<file path="config.mk">
export PLATFORM = sky130hd
export DESIGN_NAME = linear_probe_hash_table_top
export DESIGN_NICKNAME = d
export VERILOG_FILES = /design/src/design/lpht_pkg.sv /design/src/design/linear_probe_hash_table_top.sv /design/src/design/lpht_mod.sv /design/src/design/lpht_mem.sv
export SDC_FILE = /design/constraint.sdc
export NUM_CORES = 1
export LEC_CHECK = 0
export CORE_UTILIZATION = 44
export DETAILED_ROUTE_END_ITERATION = 7
export DONT_BUFFER_PORTS = 1
export PLACE_DENSITY = 0.6
export SLEW_MARGIN = 20
export SYNTH_ARGS = -nofsm -noshare
export SYNTH_HDL_FRONTEND = slang
export SYNTH_SLANG_ARGS = --single-unit
</file>
<file path="constraint.sdc">
create_clock -name clk -period 3.7 [get_ports clk]
set_input_delay 0.37 -clock clk [delete_from_list [all_inputs] [get_ports clk]]
set_output_delay 0.37 -clock clk [all_outputs]
set_load 0.01 [all_outputs]
</file>
<file path="src/design/lpht_pkg.sv">
// Shared types and constants of the linear-probing hash table
`timescale 1ns / 1ps
package lpht_pkg;

	localparam int KEY_W    = 32;
	localparam int SLOT_OUT_W = 4;
	localparam int STATUS_W = 2;

	typedef enum logic [STATUS_W-1:0] {
		ST_INSERTED = 2'd0,
		ST_FULL     = 2'd1,
		ST_FOUND    = 2'd2,
		ST_MISSING  = 2'd3
	} lpht_status_t;

	typedef enum logic {
		ACT_INSERT = 1'b0,
		ACT_SEARCH = 1'b1
	} lpht_action_t;

	typedef struct packed {
		logic             valid;
		logic [KEY_W-1:0] key;
	} lpht_entry_t;

endpackage

</file>
<file path="src/design/linear_probe_hash_table_top.sv">
// Linear-probing hash table: probe control, slot memory and home-slot unit
//
//  channel | signals                         | transaction moves
//  --------+---------------------------------+---------------------------
//  in      | in_valid, in_ready, action, key | one insert or search request
//  out     | out_valid, out_ready, status,   | one result
//          | slot                            |
//
// One request at a time: a new request is taken only once the result of the last
// one has been handed to the output register. The home slot is the key masked to
// AW bits when TABLE_SLOTS is a power of two, else a registered byte fold,
// reciprocal multiply and subtract. Probing reads one slot a cycle through the
// single memory read port from the home slot on, wrapping, and stops at a hit or
// after all TABLE_SLOTS slots. After reset a clearing pass empties the table; no
// request is taken meanwhile. A held result also holds off the next request.
`timescale 1ns / 1ps
module linear_probe_hash_table_top import lpht_pkg::*; #(
	parameter int TABLE_SLOTS = 16
) (
	input  logic                  clk,
	input  logic                  arst_n,
	input  logic                  in_valid,
	output logic                  in_ready,
	input  logic                  action,
	input  logic [KEY_W-1:0]      key,
	output logic                  out_valid,
	input  logic                  out_ready,
	output logic [STATUS_W-1:0]   status,
	output logic [SLOT_OUT_W-1:0] slot
);

	localparam int AW = $clog2(TABLE_SLOTS);
	localparam int CW = $clog2(TABLE_SLOTS + 1);

	typedef enum logic [4:0] {
		S_CLEAR = 5'b00001,
		S_IDLE  = 5'b00010,
		S_HASH  = 5'b00100,
		S_PROBE = 5'b01000,
		S_DONE  = 5'b10000
	} state_t;

	state_t       state_q;
	logic [AW-1:0] clr_q;
	logic          act_q;
	logic [KEY_W-1:0] key_q;
	logic [AW-1:0] issue_pos_q;
	logic [CW-1:0] issue_cnt_q;
	logic          chk_valid_s1;
	logic          chk_last_s1;
	logic [AW-1:0] chk_pos_s1;
	lpht_status_t  res_status_q;
	logic [AW-1:0] res_slot_q;
	logic          out_valid_q;
	lpht_status_t  out_status_q;
	logic [SLOT_OUT_W-1:0] out_slot_q;

	logic          accept;
	logic          mod_done;
	logic [AW-1:0] home;
	logic          issue;
	logic [AW-1:0] next_pos;
	logic          wr_en;
	logic [AW-1:0] wr_addr;
	lpht_entry_t   wr_data;
	lpht_entry_t   rd_data;
	logic          hit;
	logic          finish;
	logic          out_free;
	logic [AW+SLOT_OUT_W-1:0] slot_ext;

	assign in_ready  = (state_q == S_IDLE);
	assign accept    = in_valid && in_ready;
	assign out_valid = out_valid_q;
	assign status    = out_status_q;
	assign slot      = out_slot_q;
	assign out_free  = !out_valid_q || out_ready;
	assign slot_ext  = {{SLOT_OUT_W{1'b0}}, res_slot_q};

	assign issue    = (state_q == S_PROBE) && (issue_cnt_q != CW'(TABLE_SLOTS));
	assign next_pos = (issue_pos_q == AW'(TABLE_SLOTS - 1)) ? '0 : issue_pos_q + 1'b1;

	always_comb begin
		if (act_q == ACT_INSERT) begin
			hit = !rd_data.valid;
		end else begin
			hit = rd_data.valid && (rd_data.key == key_q);
		end
	end

	assign finish = (state_q == S_PROBE) && chk_valid_s1 && (hit || chk_last_s1);

	always_comb begin
		wr_en   = 1'b0;
		wr_addr = chk_pos_s1;
		wr_data = '{valid: 1'b1, key: key_q};
		if (state_q == S_CLEAR) begin
			wr_en   = 1'b1;
			wr_addr = clr_q;
			wr_data = '{valid: 1'b0, key: '0};
		end else if (finish && hit && (act_q == ACT_INSERT)) begin
			wr_en = 1'b1;
		end
	end

	lpht_mod #(
		.DIVISOR (TABLE_SLOTS)
	) u_mod (
		.clk    (clk),
		.arst_n (arst_n),
		.start  (accept),
		.key_in (key),
		.done   (mod_done),
		.rem    (home)
	);

	lpht_mem #(
		.DEPTH (TABLE_SLOTS)
	) u_mem (
		.clk     (clk),
		.wr_en   (wr_en),
		.wr_addr (wr_addr),
		.wr_data (wr_data),
		.rd_en   (issue),
		.rd_addr (issue_pos_q),
		.rd_data (rd_data)
	);

	always_ff @(posedge clk or negedge arst_n) begin
		if (!arst_n) begin
			state_q      <= S_CLEAR;
			clr_q        <= '0;
			chk_valid_s1 <= 1'b0;
			out_valid_q  <= 1'b0;
		end else begin
			if ((state_q == S_DONE) && out_free) begin
				out_valid_q <= 1'b1;
			end else if (out_ready) begin
				out_valid_q <= 1'b0;
			end
			unique case (state_q)
				S_CLEAR: begin
					clr_q <= clr_q + 1'b1;
					if (clr_q == AW'(TABLE_SLOTS - 1)) begin
						state_q <= S_IDLE;
					end
				end
				S_IDLE: begin
					if (accept) begin
						state_q <= S_HASH;
					end
				end
				S_HASH: begin
					chk_valid_s1 <= 1'b0;
					if (mod_done) begin
						state_q <= S_PROBE;
					end
				end
				S_PROBE: begin
					if (finish) begin
						chk_valid_s1 <= 1'b0;
						state_q      <= S_DONE;
					end else begin
						chk_valid_s1 <= issue;
					end
				end
				S_DONE: begin
					if (out_free) begin
						state_q <= S_IDLE;
					end
				end
				default: begin
					state_q <= S_CLEAR;
				end
			endcase
		end
	end

	always_ff @(posedge clk) begin
		if (accept) begin
			act_q <= action;
			key_q <= key;
		end
		if ((state_q == S_HASH) && mod_done) begin
			issue_pos_q <= home;
			issue_cnt_q <= '0;
		end else if (issue) begin
			issue_pos_q <= next_pos;
			issue_cnt_q <= issue_cnt_q + 1'b1;
			chk_pos_s1  <= issue_pos_q;
			chk_last_s1 <= (issue_cnt_q == CW'(TABLE_SLOTS - 1));
		end
		if (finish) begin
			if (hit) begin
				res_status_q <= (act_q == ACT_INSERT) ? ST_INSERTED : ST_FOUND;
				res_slot_q   <= chk_pos_s1;
			end else begin
				res_status_q <= (act_q == ACT_INSERT) ? ST_FULL : ST_MISSING;
				res_slot_q   <= '0;
			end
		end
		if ((state_q == S_DONE) && out_free) begin
			out_status_q <= res_status_q;
			out_slot_q   <= slot_ext[SLOT_OUT_W-1:0];
		end
	end

endmodule

</file>
<file path="src/design/lpht_mod.sv">
// Key modulo slot count: mask for a power of two, else byte fold and reciprocal multiply
`timescale 1ns / 1ps
module lpht_mod import lpht_pkg::*; #(
	parameter int DIVISOR = 16
) (
	input  logic                         clk,
	input  logic                         arst_n,
	input  logic                         start,
	input  logic [KEY_W-1:0]             key_in,
	output logic                         done,
	output logic [$clog2(DIVISOR)-1:0]   rem
);

	localparam int R = $clog2(DIVISOR);
	localparam bit POW2 = (DIVISOR & (DIVISOR - 1)) == 0;

	logic         done_q;
	logic [R-1:0] rem_q;

	assign done = done_q;
	assign rem  = rem_q;

	if (POW2) begin : g_pow2
		always_ff @(posedge clk or negedge arst_n) begin
			if (!arst_n) begin
				done_q <= 1'b0;
			end else begin
				done_q <= start;
			end
		end

		always_ff @(posedge clk) begin
			if (start) begin
				rem_q <= key_in[R-1:0];
			end
		end
	end else begin : g_recip
		localparam int FOLD_W  = R + 10;
		localparam int RECIP_W = FOLD_W + 2;
		localparam int PROD_W  = 2 * FOLD_W + 2;
		localparam int QUOT_W  = FOLD_W - R + 1;
		localparam int SHIFT   = FOLD_W + R;
		localparam logic [FOLD_W-1:0]  C1    = FOLD_W'((64'd1 << 8) % DIVISOR);
		localparam logic [FOLD_W-1:0]  C2    = FOLD_W'((64'd1 << 16) % DIVISOR);
		localparam logic [FOLD_W-1:0]  C3    = FOLD_W'((64'd1 << 24) % DIVISOR);
		localparam logic [FOLD_W-1:0]  DIV_F = FOLD_W'(DIVISOR);
		localparam logic [RECIP_W-1:0] RECIP =
			RECIP_W'(((64'd1 << SHIFT) + DIVISOR - 1) / DIVISOR);

		logic              run_s1;
		logic              run_s2;
		logic [FOLD_W-1:0] fold;
		logic [FOLD_W-1:0] fold_s1;
		logic [FOLD_W-1:0] fold_s2;
		logic [PROD_W-1:0] prod;
		logic [QUOT_W-1:0] quot_s2;
		logic [FOLD_W-1:0] diff;

		always_comb begin
			fold = FOLD_W'(key_in[7:0]) + FOLD_W'(key_in[15:8]) * C1
				+ FOLD_W'(key_in[23:16]) * C2 + FOLD_W'(key_in[31:24]) * C3;
			prod = PROD_W'(fold_s1) * PROD_W'(RECIP);
			diff = fold_s2 - FOLD_W'(quot_s2) * DIV_F;
		end

		always_ff @(posedge clk or negedge arst_n) begin
			if (!arst_n) begin
				run_s1 <= 1'b0;
				run_s2 <= 1'b0;
				done_q <= 1'b0;
			end else begin
				run_s1 <= start;
				run_s2 <= run_s1;
				done_q <= run_s2;
			end
		end

		always_ff @(posedge clk) begin
			if (start) begin
				fold_s1 <= fold;
			end
			if (run_s1) begin
				fold_s2 <= fold_s1;
				quot_s2 <= prod[SHIFT +: QUOT_W];
			end
			if (run_s2) begin
				rem_q <= diff[R-1:0];
			end
		end
	end

endmodule

</file>
<file path="src/design/lpht_mem.sv">
// Slot memory: one write port, one read port with registered data
`timescale 1ns / 1ps
module lpht_mem import lpht_pkg::*; #(
	parameter int DEPTH = 16
) (
	input  logic                     clk,
	input  logic                     wr_en,
	input  logic [$clog2(DEPTH)-1:0] wr_addr,
	input  lpht_entry_t              wr_data,
	input  logic                     rd_en,
	input  logic [$clog2(DEPTH)-1:0] rd_addr,
	output lpht_entry_t              rd_data
);

	lpht_entry_t mem [DEPTH];
	lpht_entry_t rd_data_q;

	assign rd_data = rd_data_q;

	always_ff @(posedge clk) begin
		if (wr_en) begin
			mem[wr_addr] <= wr_data;
		end
	end

	always_ff @(posedge clk) begin
		if (rd_en) begin
			rd_data_q <= mem[rd_addr];
		end
	end

endmodule
</file>
# Yosys cells after proc, flatten, opt, wreduce, memory -nomap -nowiden
# Memory sizes are Yosys's and may differ from the RTL's. A register that Yosys moved wholly into a read port is not among the register bits.
# Index checks and enable logic that the tools add are counted.
# word_totals
reg_bits	75
ram_bits	528
n_memories	1
# mem_list
name	words	width	rd	rd_clocked_by_memory_dff	write_ports	line_no	source
u_mem.mem	16	33	1	1	1	lpht_mem.sv:15	lpht_entry_t mem [DEPTH];
# classes
n_addsub	3
eq_ne	15
muxes	23
n_bitwise	2
n_reduce_logical	18
# ops
operator	n
33-bit two-way mux	1
32-bit equality test	1
5-bit two-way mux	5
5-bit case mux with 5 select lines	1
4-bit two-way mux	4
5-bit by 4-bit equality test with 1-bit output (second input constant)	2
1-bit logical AND	9
4-bit by 1-bit adder with 4-bit output (second input constant)	2
4-bit equality test (second input constant)	2
1-bit two-way mux	8
2-bit two-way mux	3
2-bit by 1-bit inequality test with 1-bit output (second input constant)	3
2-bit nonzero test	3
5-bit by 1-bit adder with 5-bit output (second input constant)	1
5-bit by 1-bit equality test with 1-bit output (second input constant)	1
5-bit by 2-bit equality test with 1-bit output (second input constant)	1
5-bit by 3-bit equality test with 1-bit output (second input constant)	1
5-bit equality test (second input constant)	1
5-bit inequality test (second input constant)	1
5-bit AND reduction	1
2-bit inequality test (second input constant)	2
1-bit zero test	2
1-bit logical OR	2
1-bit NOT	2
2 further kinds	2

# Depth between registers and ports, before layout
# logic_depth
ltp_word	11
ltp_mapped	8
ltp_nobuf	8

# By module
# A second synthesis with hierarchy kept.
# unflattened
hier_cells	1130
hier_area_um2	24330.8
# modules_own_cells
module	n_inst	cells_per_inst	area_each_um2
lpht_mem	1	864	20961.4
linear_probe_hash_table_top	1	261	3224.3
lpht_mod	1	5	145.1

# Least setup slack after synthesis
# Ideal clock, no wire load.
# synth_timing
kind	flip-flop to flip-flop
start	reg state_q[4]
end	reg act_q (enable)
t_arrival_ps	3211
required_ps	3234
slack_ps	23
path_stages_with_launch	3
path_buffers	0
period_less_slack_ps	3677
path_cell_list	dfrtp_1 > or3_1 > nor3_1
# synth_via
elab_chain_cells	2
# synth_lines
element	line_no	source
from (decl)	linear_probe_hash_table_top.sv:43	state_t state_q;
from (signal assigned)	linear_probe_hash_table_top.sv:131	state_q <= S_CLEAR;
from (signal assigned)	linear_probe_hash_table_top.sv:145	state_q <= S_IDLE;
from (signal assigned)	linear_probe_hash_table_top.sv:150	state_q <= S_HASH;
5-bit by 2-bit equality test with 1-bit output	linear_probe_hash_table_top.sv:72	assign in_ready = (state_q == S_IDLE);
1-bit logical AND	linear_probe_hash_table_top.sv:73	assign accept = in_valid && in_ready;
via accept	linear_probe_hash_table_top.sv:58	logic accept;
to (signal assigned)	linear_probe_hash_table_top.sv:181	act_q <= action;
to (decl)	linear_probe_hash_table_top.sv:45	logic act_q;
# The timed path passes the listed nets, and every way through them passes these cells.
# A chain may end at the register's enable or synchronous reset.

# Final worst setup path
# layout_timing
start	reg state_q[1]
end	mem u_mem.mem[14][26] (netlist bit) (enable)
# layout_via
elab_chain_cells	9
word_cells_on_any_way	11
cone_classes	eq/ne (2); mux (5); reduce/logical (4)
# layout_lines
element	line_no	source
5-bit by 4-bit equality test with 1-bit output	linear_probe_hash_table_top.sv:91	assign finish = (state_q == S_PROBE) && chk_valid_s1 && (hit || chk_last_s1);
1-bit logical AND (2 in series)	linear_probe_hash_table_top.sv:91	
1-bit logical AND (2 in series)	linear_probe_hash_table_top.sv:101	end else if (finish && hit && (act_q == ACT_INSERT)) begin
1-bit two-way mux	linear_probe_hash_table_top.sv:101	
1-bit two-way mux	linear_probe_hash_table_top.sv:97	if (state_q == S_CLEAR) begin
1-bit two-way mux	lpht_mem.sv:21	if (wr_en) begin
1-bit two-way mux (not written as such)	lpht_mem.sv:22	mem[wr_addr] <= wr_data;
to (decl)	lpht_mem.sv:15	
# Several ways; a longest one is shown, not always the timed one.

==> metrics.md <==
| Metric | Value |
|---|---|
| CTS tree | `yes` |
| DIE HEIGHT | `238 um` |
| FFs w/ async S/R, synth | `1.90%` |
| Placer congestion estimate | `between 0.7 and 0.8` |
| Share of the synthesized area in the top cell type | `between 70% and 80%` |
| Kind of end point of the critical path | `flip-flop` |
| Top post-synthesis cells by count | `615 x edfxtp_1, 102 x mux2i_1, 76 x o21ai_0, 66 x mux4_2, 55 x nand2_1` |
| Fillers | `4490` |
| Reg2reg start | `state_q[1]` |
| Die X | `around 240 um` |
| Vias in the first global route | `~12000` |
| Area Growth Syn to Fin | `15.0%` |
| Residual DRC | `0` |
| Setup crit start kind | `flip-flop` |
| Final setup fails | `0` |
| Clk sinks | `632` |
| Crit path cell chain | `nor2_1 -> and3_1 -> inv_2 -> a31oi_1 -> nor2_4 -> buf_4` |
| Clock tree buffer depth | `3` |
| Critical path peak fanout | `33` |
| Hold Slack | `roughly 180 ps` |
| Fin. Hold Viols | `0` |
| Clk slew on worst S/H paths | `60 ps` |
| # H-tree levels | `2` |
| Yosys warns | `0` |
| Register Area | `~19000 sq um` |
| Worst min-delay path class | `in -> async` |
| Slowest stage delay, CP | `760 ps` |
| Yosys reg bits | `between 600 and 700` |
| Synth area leader | `edfxtp_1` |
| Largest net degree at the start of global routing | `84` |
| Setup TNS | `0 ps` |
| Core area | `approximately 55000 sq um` |
| FP Rows | `between 80 and 90` |
| Share of post-route cells with drive strength above 1 | `a little under a fifth` |
| DR iter-0 viols | `~1100` |
| Input/output buffers | `0` |
| Static leakage power | `slightly above 9 nW` |
| Part of the cycle the worst path needs | `between 70% and 80%` |
| I/O pin total | `45` |
| Vias per cell | `5.58` |
| Hold_buf cts | `36` |
| F_max | `approximately 0.37 GHz` |
| Later-pin clock latency in the skew report | `630 ps` |
| Relative slew slack | `between 30% and 40%` |
| TritonCTS Buffers | `~60` |
| Post-DP HPWL | `30700 um` |
| Worst slew pin tran | `988 ps` |
| Initial antenna violation count | `1` |
| Worst setup path startpoint | `state_q[1]` |
| Syn Nets | `~1400` |
| First-pass GRT wire length | `roughly 83000 um` |
| Overall Global Routing Usage | `20.0%` |
| Max-Cap Viols | `0` |
| Data required, critical path | `roughly 4000 ps` |
| Register area share after synthesis | `between 70% and 80%` |
| Starting Density | `about 44%` |
| Post-synth EDFFs | `about 600` |
| Synthesized cell area | `between 20000 and 25000 sq um` |
| CP Data Arrival Time | `3000 ps` |
| Post-DRT Antenna Nets | `0` |
| Crit path max-delay cell type | `a31oi_1` |
| Clock Tree Root | `clkbuf_16` |
| Via Count | `around 12000` |
| Post_cts resized | `0` |
| Post CTS Setup Buffer Count | `0` |
| Clk_skew | `between 20 and 25 ps` |
| Final nets | `between 1000 and 1500` |
| Outcome | `finished clean` |
| WL final | `approximately 56000 um` |
| Min Tclk post-route | `~2700 ps` |
| Max-slew violations | `0` |
| Top FF cell, synth | `edfxtp_1` |
| Wire per inst | `approximately 25 um` |
| Grt ovf | `0` |
| VDD IR max | `around 0.42 mV` |
| Most common cell in the netlist | `edfxtp_1` |
| Yosys cell types | `between 50 and 60` |
| Area of the multi-input gates | `5460 sq um` |
| Post-Synthesis Cells | `about 1300` |
| Avg Cell Area, Syn | `roughly 19 sq um` |
| PwrDens | `around 640 nW/um^2` |
| CP Class | `reg -> reg` |
| Synth top area cells | `edfxtp_1 75%, mux4_2 6.1%, mux2i_1 4.2%` |
| Die area | `approximately 57000 sq um` |
| RSZ-0062 raised after global routing | `false` |
| N_diodes | `0` |
| DRT Pass-1 Iters | `5` |
## layer usage
layer	vias up	wire length, um	GRT usage [%]
li1	5425	-	-
met1	6361	24400	28.4
met2	364	26800	32.2
met3	71	3160	3.55
met4	2	1130	5.15
met5	-	10	0
## cell usage in the layout (no fill, tap or decap), drive strengths merged, types with 5 or more instances in the layout
cell and instances:
xor2 13, a22oi 33, mux4 66, ha 5, inv 13, a221oi 33, mux2i 102, and2 35
dfxtp 5, bufinv 9, xnor2 25, nand3 5, a31oi 6, buf 44, edfxtp 615, nor2 31
o21ai 76, dlygate4sd3 36, clkbuf 78, dfrtp 11, nand4 6, a21oi 36, mux2 30, clkinv 23
nand2 55
## report_power, final
part / switching [W] / total (W) / internal [W] / leakage (nW)
Combinational: 0.00165 / 0.00216 / 0.000513 / 2.50
Clock: 0.00267 / 0.00642 / 0.00375 / 1.01
Sequential: 0.000230 / 0.00959 / 0.00936 / 5.82
## metrics by stage
stage / setup slack [ps] / cell area, sq um / total power (W) / instances / utilization [%]
global placement: 1040 / 25700 / 0.0118 / 2038 / 46.7
floorplan: 23.3 / 24500 / 0.0109 / 1308 / -
CTS: 1020 / 28200 / 0.0183 / 2189 / 51.1
global route: 822 / 28200 / 0.0188 / 2189 / 51.1
detailed placement: 1050 / 25700 / 0.0119 / 2038 / 46.7
finish: 979 / 28200 / 0.0182 / 2189 / 51.1
## cell type report
| class | count | share of cell area [%] |
|---|---|---|
| multi-input combinational | 602 | 19.4 |
| sequential | 632 | 67.0 |
| clock buffer | 78 | 5.79 |
| clock inverter | 37 | 1.58 |
| tap | 748 | 3.32 |
| inverter | 12 | 0.160 |
| timing repair buffer | 80 | 2.81 |
## kinds of logic after synthesis
logic type / after synthesis / synth area share, %
simple gates: 164 / 3.42
mux: 198 / 11.6
xor+xnor: 38 / 1.36
fa+ha+maj: 5 / 0.255
flops: 632 / 77.0
buf+inv: 74 / 1.27
compound gates: 197 / 5.10
## final timing paths
check	to	slack, ps	cells past startpoint
setup / recovery	u_mem.mem[14][26]	980	6
hold / removal	chk_valid_s1	180	1
setup reg to reg	u_mem.mem[14][26]	980	6
hold reg to reg	status[0]	420	0
max in group asynchronous	state_q[2]	3130	1
min in group clk	state_q[1]	230	4
## flip-flops by register name (all words and copies together), names as in the netlist, 3 cells and up
signal         count
state_q            5
res_slot_q         4
chk_pos_s1         4
u_mem.mem        528
issue_pos_q        4
issue_cnt_q        5
slot               4
clr_q              4
u_mem.rd_data     33
key_q             29
u_mod.rem          3
## critical path, delay by kind of cell, from the launching register on
kind            cells  cell delay [ps]
simple gates        3              620
compound gates      1              760
flops               1              430
buf+inv             2              540
(Power assumes the default switching activity.)
